File: config.mk
export PLATFORM = sky130hd
export DESIGN_NAME = line_rasterizer_with_pixel_address
export DESIGN_NICKNAME = d
export VERILOG_FILES = /design/src/rtl/lrpa_pkg.sv /design/src/rtl/lrpa_front.sv /design/src/rtl/lrpa_fifo.sv /design/src/rtl/lrpa_back.sv /design/src/rtl/line_rasterizer_with_pixel_address.sv
export SDC_FILE = /design/constraint.sdc
export NUM_CORES = 1
export LEC_CHECK = 0
export BUFFER_PORTS_ARGS = -buffer_cell sky130_fd_sc_hd__buf_2
export CELL_PAD_IN_SITES_DETAIL_PLACEMENT = 0
export CELL_PAD_IN_SITES_GLOBAL_PLACEMENT = 2
export CORE_MARGIN = 1
export CORE_UTILIZATION = 45
export DETAILED_ROUTE_END_ITERATION = 6
export PLACE_DENSITY_LB_ADDON = 0.1
export SLEW_MARGIN = 10
export SYNTH_ARGS = -nofsm -noshare
export SYNTH_HDL_FRONTEND = slang
export SYNTH_SLANG_ARGS = --single-unit
File: constraint.sdc
create_clock -name clk -period 22.4 [get_ports clk]
set_input_delay 3.36 -clock clk [delete_from_list [all_inputs] [get_ports clk]]
set_output_delay 3.36 -clock clk [all_outputs]
set_load 0.05 [all_outputs]
File: src/rtl/lrpa_pkg.sv
`default_nettype none
package lrpa_pkg;
  localparam int COORD_BITS = 10;
  localparam int CW = COORD_BITS;
  localparam int COLOR_BITS = 16;
  localparam int IDXW = 2 * CW;
  localparam int VW = 2 * CW + 3;
  localparam int EW = CW + 2;

  localparam int IN_FIELD_BITS = 4 * CW + COLOR_BITS;
  localparam int IN_DATA_BITS = ((IN_FIELD_BITS + 7) / 8) * 8;
  localparam int OUT_FIELD_BITS = 2 * CW + IDXW + COLOR_BITS;
  localparam int OUT_DATA_BITS = ((OUT_FIELD_BITS + 7) / 8) * 8;

  localparam int ADDR_BITS = 4;
  localparam int DATA_BITS = 32;

  localparam int FIFO_DEPTH = 4;
  localparam int FIFO_PW = $clog2(FIFO_DEPTH);

  localparam logic [1:0] REG_ORIENT = 2'd0;
  localparam logic [1:0] REG_WIDTH = 2'd1;
  localparam logic [1:0] REG_HEIGHT = 2'd2;

  localparam logic [1:0] ORIENT_ROT90 = 2'd0;
  localparam logic [1:0] ORIENT_NONE = 2'd1;
  localparam logic [1:0] ORIENT_ROT180 = 2'd2;
  localparam logic [1:0] ORIENT_OFF = 2'd3;

  localparam logic CMD_LOAD = 1'b0;
  localparam logic CMD_STEP = 1'b1;

  localparam logic [1:0] ORIENT_RST = ORIENT_NONE;
  localparam logic [CW-1:0] WIDTH_RST = CW'(480);
  localparam logic [CW-1:0] HEIGHT_RST = CW'(272);

  typedef struct packed {
    logic [CW-1:0] x;
    logic [CW-1:0] y;
    logic [COLOR_BITS-1:0] color;
    logic last;
  } pix_t;

  typedef struct packed {
    logic [1:0] orient;
    logic [CW-1:0] width;
    logic [CW-1:0] height;
  } cfg_t;
endpackage
`default_nettype wire

File: src/rtl/lrpa_front.sv
`default_nettype none
module lrpa_front (
  input  wire logic clk,
  input  wire logic rst_n,
  input  wire logic in_valid,
  output logic in_ready,
  input  wire logic cmd,
  input  wire logic [lrpa_pkg::CW-1:0] x0,
  input  wire logic [lrpa_pkg::CW-1:0] y0,
  input  wire logic [lrpa_pkg::CW-1:0] x1,
  input  wire logic [lrpa_pkg::CW-1:0] y1,
  input  wire logic [lrpa_pkg::COLOR_BITS-1:0] color,
  input  wire logic fifo_full,
  output logic push,
  output lrpa_pkg::pix_t push_data
);
  import lrpa_pkg::*;

  logic [CW-1:0] cur_x_r, cur_y_r, end_x_r, end_y_r;
  logic [CW-1:0] cur_x_nxt, cur_y_nxt, end_x_nxt, end_y_nxt;
  logic [CW:0] dx_r, dy_r, dx_nxt, dy_nxt;
  logic sxn_r, syn_r, sxn_nxt, syn_nxt;
  logic signed [EW-1:0] err_r, err_nxt;
  logic [COLOR_BITS-1:0] color_r, color_nxt;
  logic active_r, active_nxt;

  logic accept, fin;
  logic [CW:0] ldx, ldy;
  logic signed [EW:0] e_ext, ndx, pdy, e_upd;

  assign in_ready = !fifo_full;
  assign accept = in_valid && in_ready;
  assign fin = (cur_x_r == end_x_r) && (cur_y_r == end_y_r);
  assign push = accept && (cmd == CMD_STEP) && active_r;

  always_comb begin
    push_data.x = cur_x_r;
    push_data.y = cur_y_r;
    push_data.color = color_r;
    push_data.last = fin;
  end

  assign ldx = (x0 < x1) ? ({1'b0, x1} - {1'b0, x0}) : ({1'b0, x0} - {1'b0, x1});
  assign ldy = (y0 < y1) ? ({1'b0, y1} - {1'b0, y0}) : ({1'b0, y0} - {1'b0, y1});
  assign e_ext = {err_r[EW-1], err_r};
  assign ndx = -$signed({2'b00, dx_r});
  assign pdy = $signed({2'b00, dy_r});

  always_comb begin
    cur_x_nxt = cur_x_r;
    cur_y_nxt = cur_y_r;
    end_x_nxt = end_x_r;
    end_y_nxt = end_y_r;
    dx_nxt = dx_r;
    dy_nxt = dy_r;
    sxn_nxt = sxn_r;
    syn_nxt = syn_r;
    err_nxt = err_r;
    color_nxt = color_r;
    active_nxt = active_r;
    e_upd = e_ext;
    if (accept && cmd == CMD_LOAD) begin
      cur_x_nxt = x0;
      cur_y_nxt = y0;
      end_x_nxt = x1;
      end_y_nxt = y1;
      dx_nxt = ldx;
      dy_nxt = ldy;
      sxn_nxt = !(x0 < x1);
      syn_nxt = !(y0 < y1);
      if (ldx > ldy) begin
        err_nxt = $signed({2'b00, ldx[CW:1]});
      end else begin
        err_nxt = -$signed({2'b00, ldy[CW:1]});
      end
      color_nxt = color;
      active_nxt = 1'b1;
    end else if (push) begin
      if (fin) begin
        active_nxt = 1'b0;
      end else begin
        if (e_ext > ndx) begin
          e_upd = e_upd - pdy;
          cur_x_nxt = sxn_r ? cur_x_r - CW'(1) : cur_x_r + CW'(1);
        end
        if (e_ext < pdy) begin
          e_upd = e_upd + $signed({2'b00, dx_r});
          cur_y_nxt = syn_r ? cur_y_r - CW'(1) : cur_y_r + CW'(1);
        end
        err_nxt = e_upd[EW-1:0];
      end
    end
  end

  always_ff @(posedge clk) begin
    if (!rst_n) begin
      active_r <= 1'b0;
    end else begin
      active_r <= active_nxt;
    end
    cur_x_r <= cur_x_nxt;
    cur_y_r <= cur_y_nxt;
    end_x_r <= end_x_nxt;
    end_y_r <= end_y_nxt;
    dx_r <= dx_nxt;
    dy_r <= dy_nxt;
    sxn_r <= sxn_nxt;
    syn_r <= syn_nxt;
    err_r <= err_nxt;
    color_r <= color_nxt;
  end
endmodule
`default_nettype wire

File: src/rtl/lrpa_fifo.sv
`default_nettype none
module lrpa_fifo (
  input  wire logic clk,
  input  wire logic rst_n,
  input  wire logic push,
  input  wire lrpa_pkg::pix_t push_data,
  output logic full,
  input  wire logic pop,
  output lrpa_pkg::pix_t pop_data,
  output logic empty
);
  import lrpa_pkg::*;

  pix_t mem_r [FIFO_DEPTH];
  logic [FIFO_PW-1:0] wp_r, rp_r;
  logic [FIFO_PW:0] cnt_r;

  assign full = (cnt_r == (FIFO_PW + 1)'(FIFO_DEPTH));
  assign empty = (cnt_r == '0);
  assign pop_data = mem_r[rp_r];

  always_ff @(posedge clk) begin
    if (!rst_n) begin
      wp_r <= '0;
      rp_r <= '0;
      cnt_r <= '0;
    end else begin
      if (push) begin
        wp_r <= wp_r + FIFO_PW'(1);
      end
      if (pop) begin
        rp_r <= rp_r + FIFO_PW'(1);
      end
      case ({push, pop})
        2'b10: cnt_r <= cnt_r + (FIFO_PW + 1)'(1);
        2'b01: cnt_r <= cnt_r - (FIFO_PW + 1)'(1);
        default: cnt_r <= cnt_r;
      endcase
    end
    if (push) begin
      mem_r[wp_r] <= push_data;
    end
  end
endmodule
`default_nettype wire

File: src/rtl/lrpa_back.sv
`default_nettype none
module lrpa_back (
  input  wire logic clk,
  input  wire logic rst_n,
  input  wire lrpa_pkg::cfg_t cfg,
  input  wire logic fifo_empty,
  input  wire lrpa_pkg::pix_t pop_data,
  output logic pop,
  output logic out_valid,
  input  wire logic out_ready,
  output logic [lrpa_pkg::CW-1:0] out_x,
  output logic [lrpa_pkg::CW-1:0] out_y,
  output logic [lrpa_pkg::IDXW-1:0] out_index,
  output logic [lrpa_pkg::COLOR_BITS-1:0] out_color,
  output logic out_we,
  output logic out_last
);
  import lrpa_pkg::*;

  logic [IDXW-1:0] total_r;
  logic s1_valid_r, s2_valid_r;
  pix_t s1_pix_r;
  logic signed [VW-1:0] prod_r, prod_nxt;
  logic [CW-1:0] add_r, add_nxt;
  logic plus_r, off_r;
  logic s1_en, s2_en;
  logic signed [CW+1:0] mul_a;
  logic signed [VW-1:0] total_m1, v;
  logic in_frame;
  logic [IDXW-1:0] idx_nxt;
  logic we_nxt;

  pix_t s2_pix_r;
  logic [IDXW-1:0] idx_r;
  logic we_r;

  assign s2_en = !s2_valid_r || out_ready;
  assign s1_en = !s1_valid_r || s2_en;
  assign pop = !fifo_empty && s1_en;

  always_comb begin
    if (cfg.orient == ORIENT_ROT90) begin
      mul_a = $signed({2'b00, cfg.height} - (CW + 2)'(1) - {2'b00, pop_data.x});
    end else begin
      mul_a = $signed({2'b00, pop_data.y});
    end
    prod_nxt = VW'(mul_a) * VW'($signed({1'b0, cfg.width}));
    add_nxt = (cfg.orient == ORIENT_ROT180) ? pop_data.x : pop_data.y;
  end

  always_comb begin
    total_m1 = $signed({3'b000, total_r}) - VW'(1);
    if (plus_r) begin
      v = prod_r + $signed({{(VW - CW){1'b0}}, s1_pix_r.x});
    end else begin
      v = total_m1 - $signed({{(VW - CW){1'b0}}, add_r}) - prod_r;
    end
    in_frame = !v[VW-1] && ($unsigned(v) < {3'b000, total_r});
    we_nxt = in_frame && !off_r;
    idx_nxt = we_nxt ? v[IDXW-1:0] : '0;
  end

  always_ff @(posedge clk) begin
    if (!rst_n) begin
      s1_valid_r <= 1'b0;
      s2_valid_r <= 1'b0;
    end else begin
      if (s1_en) begin
        s1_valid_r <= !fifo_empty;
      end
      if (s2_en) begin
        s2_valid_r <= s1_valid_r;
      end
    end
    total_r <= IDXW'(cfg.width) * IDXW'(cfg.height);
    if (s1_en) begin
      s1_pix_r <= pop_data;
      prod_r <= prod_nxt;
      add_r <= add_nxt;
      plus_r <= (cfg.orient == ORIENT_NONE);
      off_r <= (cfg.orient == ORIENT_OFF);
    end
    if (s2_en) begin
      s2_pix_r <= s1_pix_r;
      idx_r <= idx_nxt;
      we_r <= we_nxt;
    end
  end

  assign out_valid = s2_valid_r;
  assign out_x = s2_pix_r.x;
  assign out_y = s2_pix_r.y;
  assign out_index = idx_r;
  assign out_color = s2_pix_r.color;
  assign out_we = we_r;
  assign out_last = s2_pix_r.last;
endmodule
`default_nettype wire

File: src/rtl/line_rasterizer_with_pixel_address.sv
// Bresenham line rasterizer. A load transaction (tuser 0) latches a line's endpoints and
// color and returns nothing; each step transaction (tuser 1) returns the current pixel with
// its frame-buffer index for the programmed orientation, then advances one step. A step with
// no line loaded returns nothing. The stepper takes one transaction per clock while the
// queue is not full; a four-entry queue feeds a two-stage index pipeline (one multiply
// stage, one add/compare stage) ending in the output register, and one pixel per clock
// flows while out_tready is high. Registers at byte address 0 orientation, 4 width, 8
// height; program them only while no line is in flight.
`default_nettype none
module line_rasterizer_with_pixel_address (
  input  wire logic clk,
  input  wire logic rst_n,
  input  wire logic in_tvalid,
  output logic in_tready,
  // x_start, y_start, x_end, y_end, pixel_color
  input  wire logic [lrpa_pkg::IN_DATA_BITS-1:0] in_tdata,
  // cmd
  input  wire logic in_tuser,
  output logic out_tvalid,
  input  wire logic out_tready,
  // pixel_x, pixel_y, pixel_index, color_out
  output logic [lrpa_pkg::OUT_DATA_BITS-1:0] out_tdata,
  // write_enable
  output logic out_tuser,
  output logic out_tlast,
  input  wire logic cfg_psel,
  input  wire logic cfg_penable,
  input  wire logic cfg_pwrite,
  input  wire logic [lrpa_pkg::ADDR_BITS-1:0] cfg_paddr,
  input  wire logic [lrpa_pkg::DATA_BITS-1:0] cfg_pwdata,
  output logic [lrpa_pkg::DATA_BITS-1:0] cfg_prdata,
  output logic cfg_pready
);
  import lrpa_pkg::*;

  cfg_t cfg_r;
  logic cfg_wr;
  logic [1:0] reg_sel;
  logic push, fifo_full, fifo_empty, pop;
  pix_t push_data, pop_data;
  logic [CW-1:0] o_x, o_y;
  logic [IDXW-1:0] o_idx;
  logic [COLOR_BITS-1:0] o_color;

  assign cfg_pready = 1'b1;
  assign reg_sel = cfg_paddr[3:2];
  assign cfg_wr = cfg_psel && cfg_penable && cfg_pwrite && cfg_pready;

  always_ff @(posedge clk) begin
    if (!rst_n) begin
      cfg_r.orient <= ORIENT_RST;
      cfg_r.width <= WIDTH_RST;
      cfg_r.height <= HEIGHT_RST;
    end else if (cfg_wr) begin
      case (reg_sel)
        REG_ORIENT: cfg_r.orient <= cfg_pwdata[1:0];
        REG_WIDTH: cfg_r.width <= cfg_pwdata[CW-1:0];
        REG_HEIGHT: cfg_r.height <= cfg_pwdata[CW-1:0];
        default: cfg_r <= cfg_r;
      endcase
    end
  end

  always_comb begin
    cfg_prdata = '0;
    case (reg_sel)
      REG_ORIENT: cfg_prdata[1:0] = cfg_r.orient;
      REG_WIDTH: cfg_prdata[CW-1:0] = cfg_r.width;
      REG_HEIGHT: cfg_prdata[CW-1:0] = cfg_r.height;
      default: cfg_prdata = '0;
    endcase
  end

  lrpa_front u_front (
    .clk       (clk),
    .rst_n     (rst_n),
    .in_valid  (in_tvalid),
    .in_ready  (in_tready),
    .cmd       (in_tuser),
    .x0        (in_tdata[CW-1:0]),
    .y0        (in_tdata[2*CW-1:CW]),
    .x1        (in_tdata[3*CW-1:2*CW]),
    .y1        (in_tdata[4*CW-1:3*CW]),
    .color     (in_tdata[4*CW+COLOR_BITS-1:4*CW]),
    .fifo_full (fifo_full),
    .push      (push),
    .push_data (push_data)
  );

  lrpa_fifo u_fifo (
    .clk       (clk),
    .rst_n     (rst_n),
    .push      (push),
    .push_data (push_data),
    .full      (fifo_full),
    .pop       (pop),
    .pop_data  (pop_data),
    .empty     (fifo_empty)
  );

  lrpa_back u_back (
    .clk        (clk),
    .rst_n      (rst_n),
    .cfg        (cfg_r),
    .fifo_empty (fifo_empty),
    .pop_data   (pop_data),
    .pop        (pop),
    .out_valid  (out_tvalid),
    .out_ready  (out_tready),
    .out_x      (o_x),
    .out_y      (o_y),
    .out_index  (o_idx),
    .out_color  (o_color),
    .out_we     (out_tuser),
    .out_last   (out_tlast)
  );

  always_comb begin
    out_tdata = '0;
    out_tdata[CW-1:0] = o_x;
    out_tdata[2*CW-1:CW] = o_y;
    out_tdata[2*CW+IDXW-1:2*CW] = o_idx;
    out_tdata[2*CW+IDXW+COLOR_BITS-1:2*CW+IDXW] = o_color;
  end
endmodule
`default_nettype wire

==> results of run 1 <==
[report_power, final]
part / switching (uW) / internal (uW)
sequential: 111 / 1120
clock: 329 / 485
combinational: 1680 / 1150
[routing by layer]
layer | wire length (um) | share of wire (%) | track usage (%) | vias up
li1 | - | - | - | 10763
met1 | 34200 | 43 | 27.1 | 11078
met2 | 42000 | 52 | 40.8 | 391
met3 | 2160 | 2.7 | 2.04 | 96
met4 | 1920 | 2.4 | 6.07 | 0
met5 | 0 | 0 | 0 | -
[cell families (layout without fill, tap and decap cells)]
family	Yosys count	after routing	synth area share, %
buf+inv	565	706	6.94
compound gates	527	527	11.2
fa+ha+maj	490	490	23.2
other cells	2	23	0.0232
flops	424	424	37.7
mux	64	64	3.50
xor+xnor	195	195	5.28
simple gates	799	799	12.1
[cell usage after synthesis, types with 6 or more instances]
master and instances:
o22ai_1 6, o31ai_1 15, o21ai_0 94, xor2_1 65
mux2i_1 17, a211o_1 8, nand3_1 40, a32oi_1 7
buf_1 7, buf_2 9, dfxtp_1 54, o21bai_1 22
a211oi_1 38, a21oi_1 113, buf_4 23, o21a_1 27
a21o_1 47, and2_1 97, nand2_1 276, nor2_1 151
clkbuf_1 92, o211a_1 7, mux4_2 38, a22oi_1 11
xnor2_1 130, o21ai_1 8, inv_1 429, edfxtp_1 370
nor3_1 51, nor4_1 8, ha_1 304, a31oi_1 7
or3_1 11, nand4_1 19, nor2b_1 62, nand4b_1 7
or2_2 8, nand2b_1 14, o211ai_1 19, and3_1 17
fa_1 185, nor3b_1 18, a21boi_0 26
[final timing paths]
path | startpoint | end | cells after the start
worst min-delay path | u_back.s1_pix_r[5] | u_back.out_color[4] | 0
worst max-delay path | flip-flop | u_back.prod_r[22] | 32
worst min register to register | u_back.s1_pix_r[5] | u_back.out_color[4] | 0
worst max register to register | flip-flop | u_back.prod_r[22] | 32
[stage by stage]
stage / worst slack (ns) / power, uW / cells / instance area, sq um / util, %
6_report: 13.21 / 4880 / 4168 / 35700 / 50.7
4_1_cts: 12.72 / 4940 / 4168 / 35700 / 50.7
3_3_place_gp: 12.79 / 4050 / 4079 / 34100 / 48.3
3_5_place_dp: 12.73 / 4090 / 4079 / 34100 / 48.3
5_1_grt: 12.57 / 5320 / 4168 / 35700 / 50.7
2_1_floorplan: 13.42 / 3410 / 3087 / 32400 / -
[state kept, by name, summed over array words and instances (netlist names), 2 cells and up, named ones only]
signal / flops
u_front.end_y_r: 10
u_front.dx_r: 11
u_fifo.mem_r: 148
u_back.out_color: 16
u_back.s1_pix_r: 37
cfg_r: 22
u_back.prod_r: 23
u_back.total_r: 20
u_back.out_x: 10
u_front.dy_r: 11
u_front.end_x_r: 10
u_back.out_index: 20
u_front.err_r: 12
u_front.cur_x_r: 10
u_back.out_y: 10
u_fifo.rp_r: 2
u_fifo.cnt_r: 3
u_front.color_r: 16
u_back.add_r: 10
u_front.cur_y_r: 10
u_fifo.wp_r: 2
[worst max-delay path, delay by kind of cell (launching register included)]
family	cells	cell delay, ns
flops	1	0.31
xor+xnor	1	0.13
compound gates	13	2.82
buf+inv	6	1.10
mux	1	0.65
fa+ha+maj	7	3.10
simple gates	4	0.79
[final cells by class]
cell class | instances | area, sq um | area share (%)
Sequential cell | 424 | 12200 | 34.1
Clock buffer | 62 | 1300 | 3.65
Tap cell | 940 | 1180 | 3.29
Clock inverter | 27 | 359 | 1.01
Multi-Input combinational cell | 2098 | 18000 | 50.5
Timing Repair Buffer | 186 | 1030 | 2.89
Inverter | 431 | 1620 | 4.54
[layout by cell type (no fill, tap or decap), types with 22 or more instances in the layout]
cell type and instances:
a211oi_1 38, o21ai_0 94, inv_1 427, nand2_1 275, nand3_1 40, nor2_1 147
ha_1 304, o21bai_1 22, conb_1 23, and2_1 97, fa_1 185, clkbuf_16 48
a21boi_0 26, mux4_2 38, nor3_1 50, a21oi_1 113, xor2_1 65, buf_4 41
xnor2_1 130, edfxtp_1 370, a21o_1 47, nor2b_1 62, buf_2 145, o21a_1 27
dfxtp_1 53
==> results.ini, run 1 <==
[placement]
gp_congestion = 0.899
port-buffer-count = 145
hpwlAfterDp_mm = 61.5

[critical_path]
crit_path_max_incr_delay_ns = 0.65
cpMostUsedCell = fa_1
required_ns = 22.74
cp_max_fo = 37
critical_path_class = reg2reg
endpoint_kind = flip-flop
arrival_ns = 9.53
startpoint_type = flip-flop
cp_slowest_cell = mux4_2
reg2reg_slack_ns = 13.21

[synthesis]
syn_inst = 3066
seq_area_frac_synth_pct = 37.7
synth_edf_count = 370
yosysTopAreaCell = edfxtp_1
async_flop_share_pct = 0
synth.area.top_cells = edfxtp_1 (34%), ha_1 (12%), fa_1 (11%), inv_1 (5.0%), xnor2_1 (3.5%)
ys_ff_latch = 424
synth_cell_type_count = 96
ys_dominant_reg_cell = edfxtp_1
synth_top_area_share_pct = 34.4
synth_area_per_cell_sq_um = 10.5
ys_warn_count = 0
syn_area_sq_um = 32300

[sta]
tightest_slew_ns = 1.03
finalCritPeriodShare_pct = 41.0
setup_viol = 0
tns_ns = 0
rsz0062_at_grt = no
finalCriticalPeriod_ns = 9.19
max_slew_margin_pct = 31.6
hold_viol = 0
clock_skew_ns = 0.0596
fmax_ghz = 0.109
timing.hold.ws_ns = 0.417
final_max_slew_viol_count = 0

[grt]
grt_pass1_vias = 23170
grt_use_total_pct = 22.0
grt_max_degree = 74
antenna_found_initial = 0
grt_overflow_total = 0
grt_pass1_wl_mm = 127

[cells_and_area]
antenna_cells = 0
layout-drive-gt1-share_pct = 10.8
nNetsFinal = 3778
fillers = 6451
syn2layout_area_growth_pct = 10.5

[clock_tree]
ctsResizeCount = 0
postCtsSetupBuffers = 0
cts_buffers = 48
cts.clk_slew.worst_paths_ns = 0.06
clockBufferDepth = 3
htree_levels = 2
cts_hold_buf = 0
clock_sinks = 424
cts_tree = yes
root_buffer = clkbuf_16
clk_latency_ns = 0.61

[routing]
wirelength_mm = 80.3
dr_total_vias = 22328
wl_per_cell_um = 19.3
firstDrtPassIters = 5
drtIter0Drc = 1030
drt_drc_violations_left = 0
detail-route-antenna-nets = 0
avgViaCountPerCell = 5.36

[floorplanning]
start_util_pct = 45.9
chipHeight_um = 270
row_count = 97
core_region_area_sq_um = 70500
dieArea_sq_um = 72900
io_pins = 193
die_x_um = 270

[min_path]
hp-class = reg2reg

[outcome]
status = complete, no violations

[power]
vdd_drop_max_v = 0.000135
p_per_area_nw_per_um2 = 137
p_leak_uw = 0.0156

[job]
cap_viol_max_count = 0

No activity file was read; power rests on OpenSTA's default activity.
==> inputs of run 2 (changes only) <==
- CORE_UTILIZATION: 45 -> 42
- clock period: 22.4 -> 8.72 ns (I/O delays scaled with it)
==> run 2 against run 1 <==
Worst setup slack lost 13 ns. Maximum frequency grew 11%. Sequential share of layout area shrank 0.29 points.
==> results.ini, run 2 (synthesis gave the netlist of run 1 again) <==
[outcome]
status = complete, no violations

[floorplanning]
dieArea_sq_um = 78100
row_count = 101
core_region_area_sq_um = 76100
io_pins = 193
start_util_pct = 42.5
die_x_um = 279
chipHeight_um = 279

[critical_path]
cp_max_fo = 9
required_ns = 9.07
startpoint_type = flip-flop
endpoint_kind = flip-flop
arrival_ns = 8.62
crit_buf_inv = 4
crit_path_max_incr_delay_ns = 0.56
cpMostUsedCell = fa_1
cp_slowest_cell = mux4_2
reg2reg_slack_ns = 0.45
cp_top_family = adder cells
critical_path_class = reg2reg

[placement]
port-buffer-count = 145
hpwlAfterDp_mm = 64.2
dp_cells = 4181
gp_congestion = 0.844
place_area_sq_um = 34300
post-place-ws_ns = 0.177

[clock_tree]
clock_sinks = 424
clockBufferDepth = 3
cts_tree = yes
cts.clk_slew.worst_paths_ns = 0.06
cts_buffers = 49
clk_latency_ns = 0.62
root_buffer = clkbuf_16
htree_levels = 2

[routing]
drtIter0Drc = 1235
dr_total_vias = 22256
detail-route-antenna-nets = 0
drt_drc_violations_left = 0
wl_per_cell_um = 19.3
avgViaCountPerCell = 5.21
wirelength_mm = 82.6
firstDrtPassIters = 5

[job]
cap_viol_max_count = 0

[sta]
tightest_slew_ns = 1.07
final_max_slew_viol_count = 0
setup_ws_ns = 0.451
fmax_ghz = 0.121
finalCritPeriodShare_pct = 94.8
tns_ns = 0
finalCriticalPeriod_ns = 8.27
max_slew_margin_pct = 28.4
clock_skew_ns = 0.0300
hold_viol = 0
setup_viol = 0

[grt]
grt_overflow_total = 0
grt_pass1_wl_mm = 130
antenna_found_initial = 1
grt_pass1_vias = 23040
grt_use_total_pct = 21.4
grt_max_degree = 76

[cells_and_area]
final_common_cell = inv_1
post-route-util_pct = 47.4
antenna_cells = 0
top_register = u_fifo.mem_r
syn2layout_area_growth_pct = 11.4
layout-drive-gt1-share_pct = 11.5
fin_cells = 4273
reg_top3 = u_fifo.mem_r: 148 flops, u_back.s1_pix_r: 37 flops, u_back.prod_r: 23 flops
fillers = 7248
largest_register_ffs = 148
mostFrequentLayoutCells = inv_1 (427), edfxtp_1 (370), ha_1 (304)
finalInstanceArea_sq_um = 36000
nNetsFinal = 3791

[min_path]
hp-class = reg2reg

[power]
p_leak_uw = 0.0157
vdd_drop_max_v = 0.000367
p_per_area_nw_per_um2 = 354

run 2: power by group:
group / leakage (uW) / total, uW / switching, uW / internal [uW]
sequential: 0.00405 / 3190 / 307 / 2890
clock: 0.000833 / 2150 / 882 / 1270
combinational: 0.0108 / 7410 / 4400 / 3010
run 2: area by class of cell:
type                            instances  area [sq um]  share of cell area, %
Sequential cell                       424         12200                   33.8
Timing Repair Buffer                  198          1130                   3.15
Tap cell                             1030          1290                   3.58
Inverter                              431          1620                   4.50
Clock inverter                         30           372                   1.03
Multi-Input combinational cell       2098         18100                   50.1
Clock buffer                           62          1360                   3.76
run 2: metrics by stage:
stage                     hold WS [ns]  power (uW)
after floorplan                  0.400        8770
after global placement           0.405       10500
after detailed placement         0.406       10600
after CTS                        0.419       12800
after global routing             0.420       13900
final                            0.418       12800
run 2: worst paths after layout:
| kind | to | cells after the start | from |
|---|---|---|---|
| setup / recovery | u_back.prod_r[22] | 31 | flip-flop |
| hold / removal | u_back.out_color[5] | 0 | u_back.s1_pix_r[6] |
| setup reg to reg | u_back.prod_r[22] | 31 | flip-flop |
| hold reg to reg | u_back.out_color[5] | 0 | u_back.s1_pix_r[6] |
run 2: what timing repair did:
action,CTS,global route
buffers inserted,0,0
gates resized for setup,0,10
hold buffers,0,0
setup endpoints to repair,0,5
run 2: per-layer routing:
metal / part of all wire [%] / up-vias / routed length (um) / track usage (%)
met2: 53 / 343 / 44000 / 40.1
met4: 2.2 / 2 / 1820 / 5.21
met3: 2.7 / 77 / 2260 / 2.13
met5: 0.021 / - / 17 / 0
met1: 42 / 11049 / 34500 / 26.1
li1: - / 10785 / - / -
==> inputs of run 3 (changes only) <==
- ABC_AREA: default -> 1
- CORE_UTILIZATION: 42 -> 39
==> run 3 against run 2 <==
Area after synthesis is 2.9% higher. Hold slack worse by 0.0080 ns. Cell count is 22% higher. Clock-buffer cell count stayed put. Synthesized cell count is 27% higher. Sequential share of layout area is 0.79 points lower. First-iteration DRC count is 4.8% lower. Via count is 13% higher. Clock skew is 0.036 ns higher. Worst setup slack better by 0.62 ns.
==> results.ini, run 3 <==
[critical_path]
endpoint_kind = flip-flop
cp_slowest_cell = fa_1
required_ns = 9.01
startpoint_type = flip-flop
critical_path_class = reg2reg
arrival_ns = 7.95
cp_max_fo = 12
crit_end = u_back.prod_r[20]
reg2reg_depth = 33
r2r-end = u_back.prod_r[20]
cpMostUsedCell = nand2_1
reg2reg_slack_ns = 1.07
crit_path_max_incr_delay_ns = 0.59

[synthesis]
seq_area_frac_synth_pct = 36.6
yosysMostFrequentCell = nand2_1
synth_cell_type_count = 59
async_flop_share_pct = 0
synth_top_area_share_pct = 33.4
syn_inst = 3892
ys_ff_latch = 424
synth_edf_count = 370
synth.area.top_cells = edfxtp_1 (33%), ha_1 (11%), fa_1 (11%), nand2_1 (9.8%), inv_1 (7.9%)
ys_warn_count = 0
yosysTopAreaCell = edfxtp_1
synth_area_per_cell_sq_um = 8.55
synthTopCellsByCount = nand2_1 (871), inv_1 (704), edfxtp_1 (370)
syn_area_sq_um = 33300
ys_dominant_reg_cell = edfxtp_1

[min_path]
hp-class = reg2reg

[sta]
finalCriticalPeriod_ns = 7.65
max_slew_margin_pct = 25.5
setup_viol = 0
tns_ns = 0
timing.hold.ws_ns = 0.410
tightest_slew_ns = 1.12
final_max_slew_viol_count = 0
rsz0062_at_grt = no
fmax_ghz = 0.131
hold_viol = 0
finalCritPeriodShare_pct = 87.8
clock_skew_ns = 0.0657

[routing]
wl_per_cell_um = 18.6
wirelength_mm = 96.6
avgViaCountPerCell = 4.84
drt_drc_violations_left = 0
dr_total_vias = 25213
drtIter0Drc = 1176
detail-route-antenna-nets = 0
firstDrtPassIters = 5

[clock_tree]
postCtsSetupBuffers = 0
root_buffer = clkbuf_16
cts.clk_slew.worst_paths_ns = 0.06
clock_sinks = 424
cts_tree = yes
cts_buffers = 51
htree_levels = 2
clk_latency_ns = 0.62
ctsResizeCount = 0
clockBufferDepth = 3
cts_hold_buf = 0

[outcome]
status = complete, no violations

[cells_and_area]
largest_register_ffs = 148
reg_top3 = u_fifo.mem_r: 148 flops, u_back.s1_pix_r: 37 flops, u_back.prod_r: 23 flops
layout-drive-gt1-share_pct = 7.81
syn2layout_area_growth_pct = 10.9
nNetsFinal = 4619
finalInstanceArea_sq_um = 36900
mostFrequentLayoutCells = nand2_1 (870), inv_1 (703), edfxtp_1 (370)
antenna_cells = 0
post-route-util_pct = 43.9
final_common_cell = nand2_1
top_register = u_fifo.mem_r

[floorplanning]
chipHeight_um = 294
row_count = 106
io_pins = 193
die_x_um = 294
start_util_pct = 39.6
core_region_area_sq_um = 84100
dieArea_sq_um = 86500

[grt]
grt_pass1_wl_mm = 148
grt_max_degree = 72
grt_use_total_pct = 22.4
antenna_found_initial = 0
grt_overflow_total = 0
grt_pass1_vias = 25159

[job]
cap_viol_max_count = 0

[placement]
gp_congestion = 0.869
port-buffer-count = 145
place_area_sq_um = 35200
hpwlAfterDp_mm = 76.5

[run 3: stage by stage]
stage                     setup slack [ns]  std cells
after CTS                            0.969       5207
after detailed placement              1.04       5111
final                                 1.07       5207
after floorplan                       1.87       3913
after global placement                1.04       5111
after global routing                 0.317       5207
[run 3: worst max-delay path, delay by kind of cell (launching register included)]
kind | cells | cell delay [ns]
AO/OA/AOI/OAI | 8 | 1.47
XOR/XNOR | 1 | 0.18
adder cells (fa/ha/maj) | 7 | 3.28
buffers and inverters | 6 | 0.77
flip-flops | 1 | 0.31
AND/OR/NAND/NOR | 11 | 1.30
[run 3: worst min path at each step]
stage / start / endpoint / slack, ns / depth (start not counted)
after floorplan: u_back.s1_pix_r[1] / u_back.out_color[0] / 0.40 / 0
after global placement: u_back.s1_pix_r[18] / u_back.out_y[1] / 0.40 / 0
after detailed placement: u_back.s1_pix_r[11] / u_back.out_color[10] / 0.40 / 0
after CTS: u_back.s1_pix_r[11] / u_back.out_color[10] / 0.41 / 0
after global routing: u_back.s1_pix_r[24] / u_back.out_y[7] / 0.42 / 0
final: u_back.s1_pix_r[8] / u_back.out_color[7] / 0.41 / 0
[run 3: layout make-up]
type / instances / area (sq um)
clock buffer: 62 / 1340
clock inverter: 34 / 315
fill: 8721 / 47200
inverter: 712 / 2680
multi-input combinational: 2668 / 18000
sequential: 424 / 12200
tap: 1134 / 1420
timing repair buffer: 173 / 936
[run 3: layer usage]
| metal | share of wire (%) | routed length (um) | up-vias | track usage (%) |
|---|---|---|---|---|
| met1 | 44 | 43000 | 11942 | 29.1 |
| met5 | 0 | 0 | - | 0 |
| met3 | 3.1 | 3010 | 111 | 2.33 |
| li1 | - | - | 12792 | - |
| met4 | 2.4 | 2280 | 0 | 5.59 |
| met2 | 50 | 48400 | 368 | 39.7 |
[run 3: kinds of logic (layout without fill, tap and decap cells)]
group / count (synthesis) / count (layout) / share of synthesized area, %
AOI/OAI and AO/OA: 524 / 524 / 8.61
xor gates and xnor gates: 147 / 147 / 3.87
adders and majority gates: 489 / 489 / 22.6
buffers and inverters: 821 / 981 / 9.61
DFF: 424 / 424 / 36.6
other: 2 / 23 / 0.0226
and+or+nand+nor: 1485 / 1485 / 18.7
Power of run 3 is not shown: default switching activity piles up to over one toggle a cycle in this logic, so the estimate is an artifact.
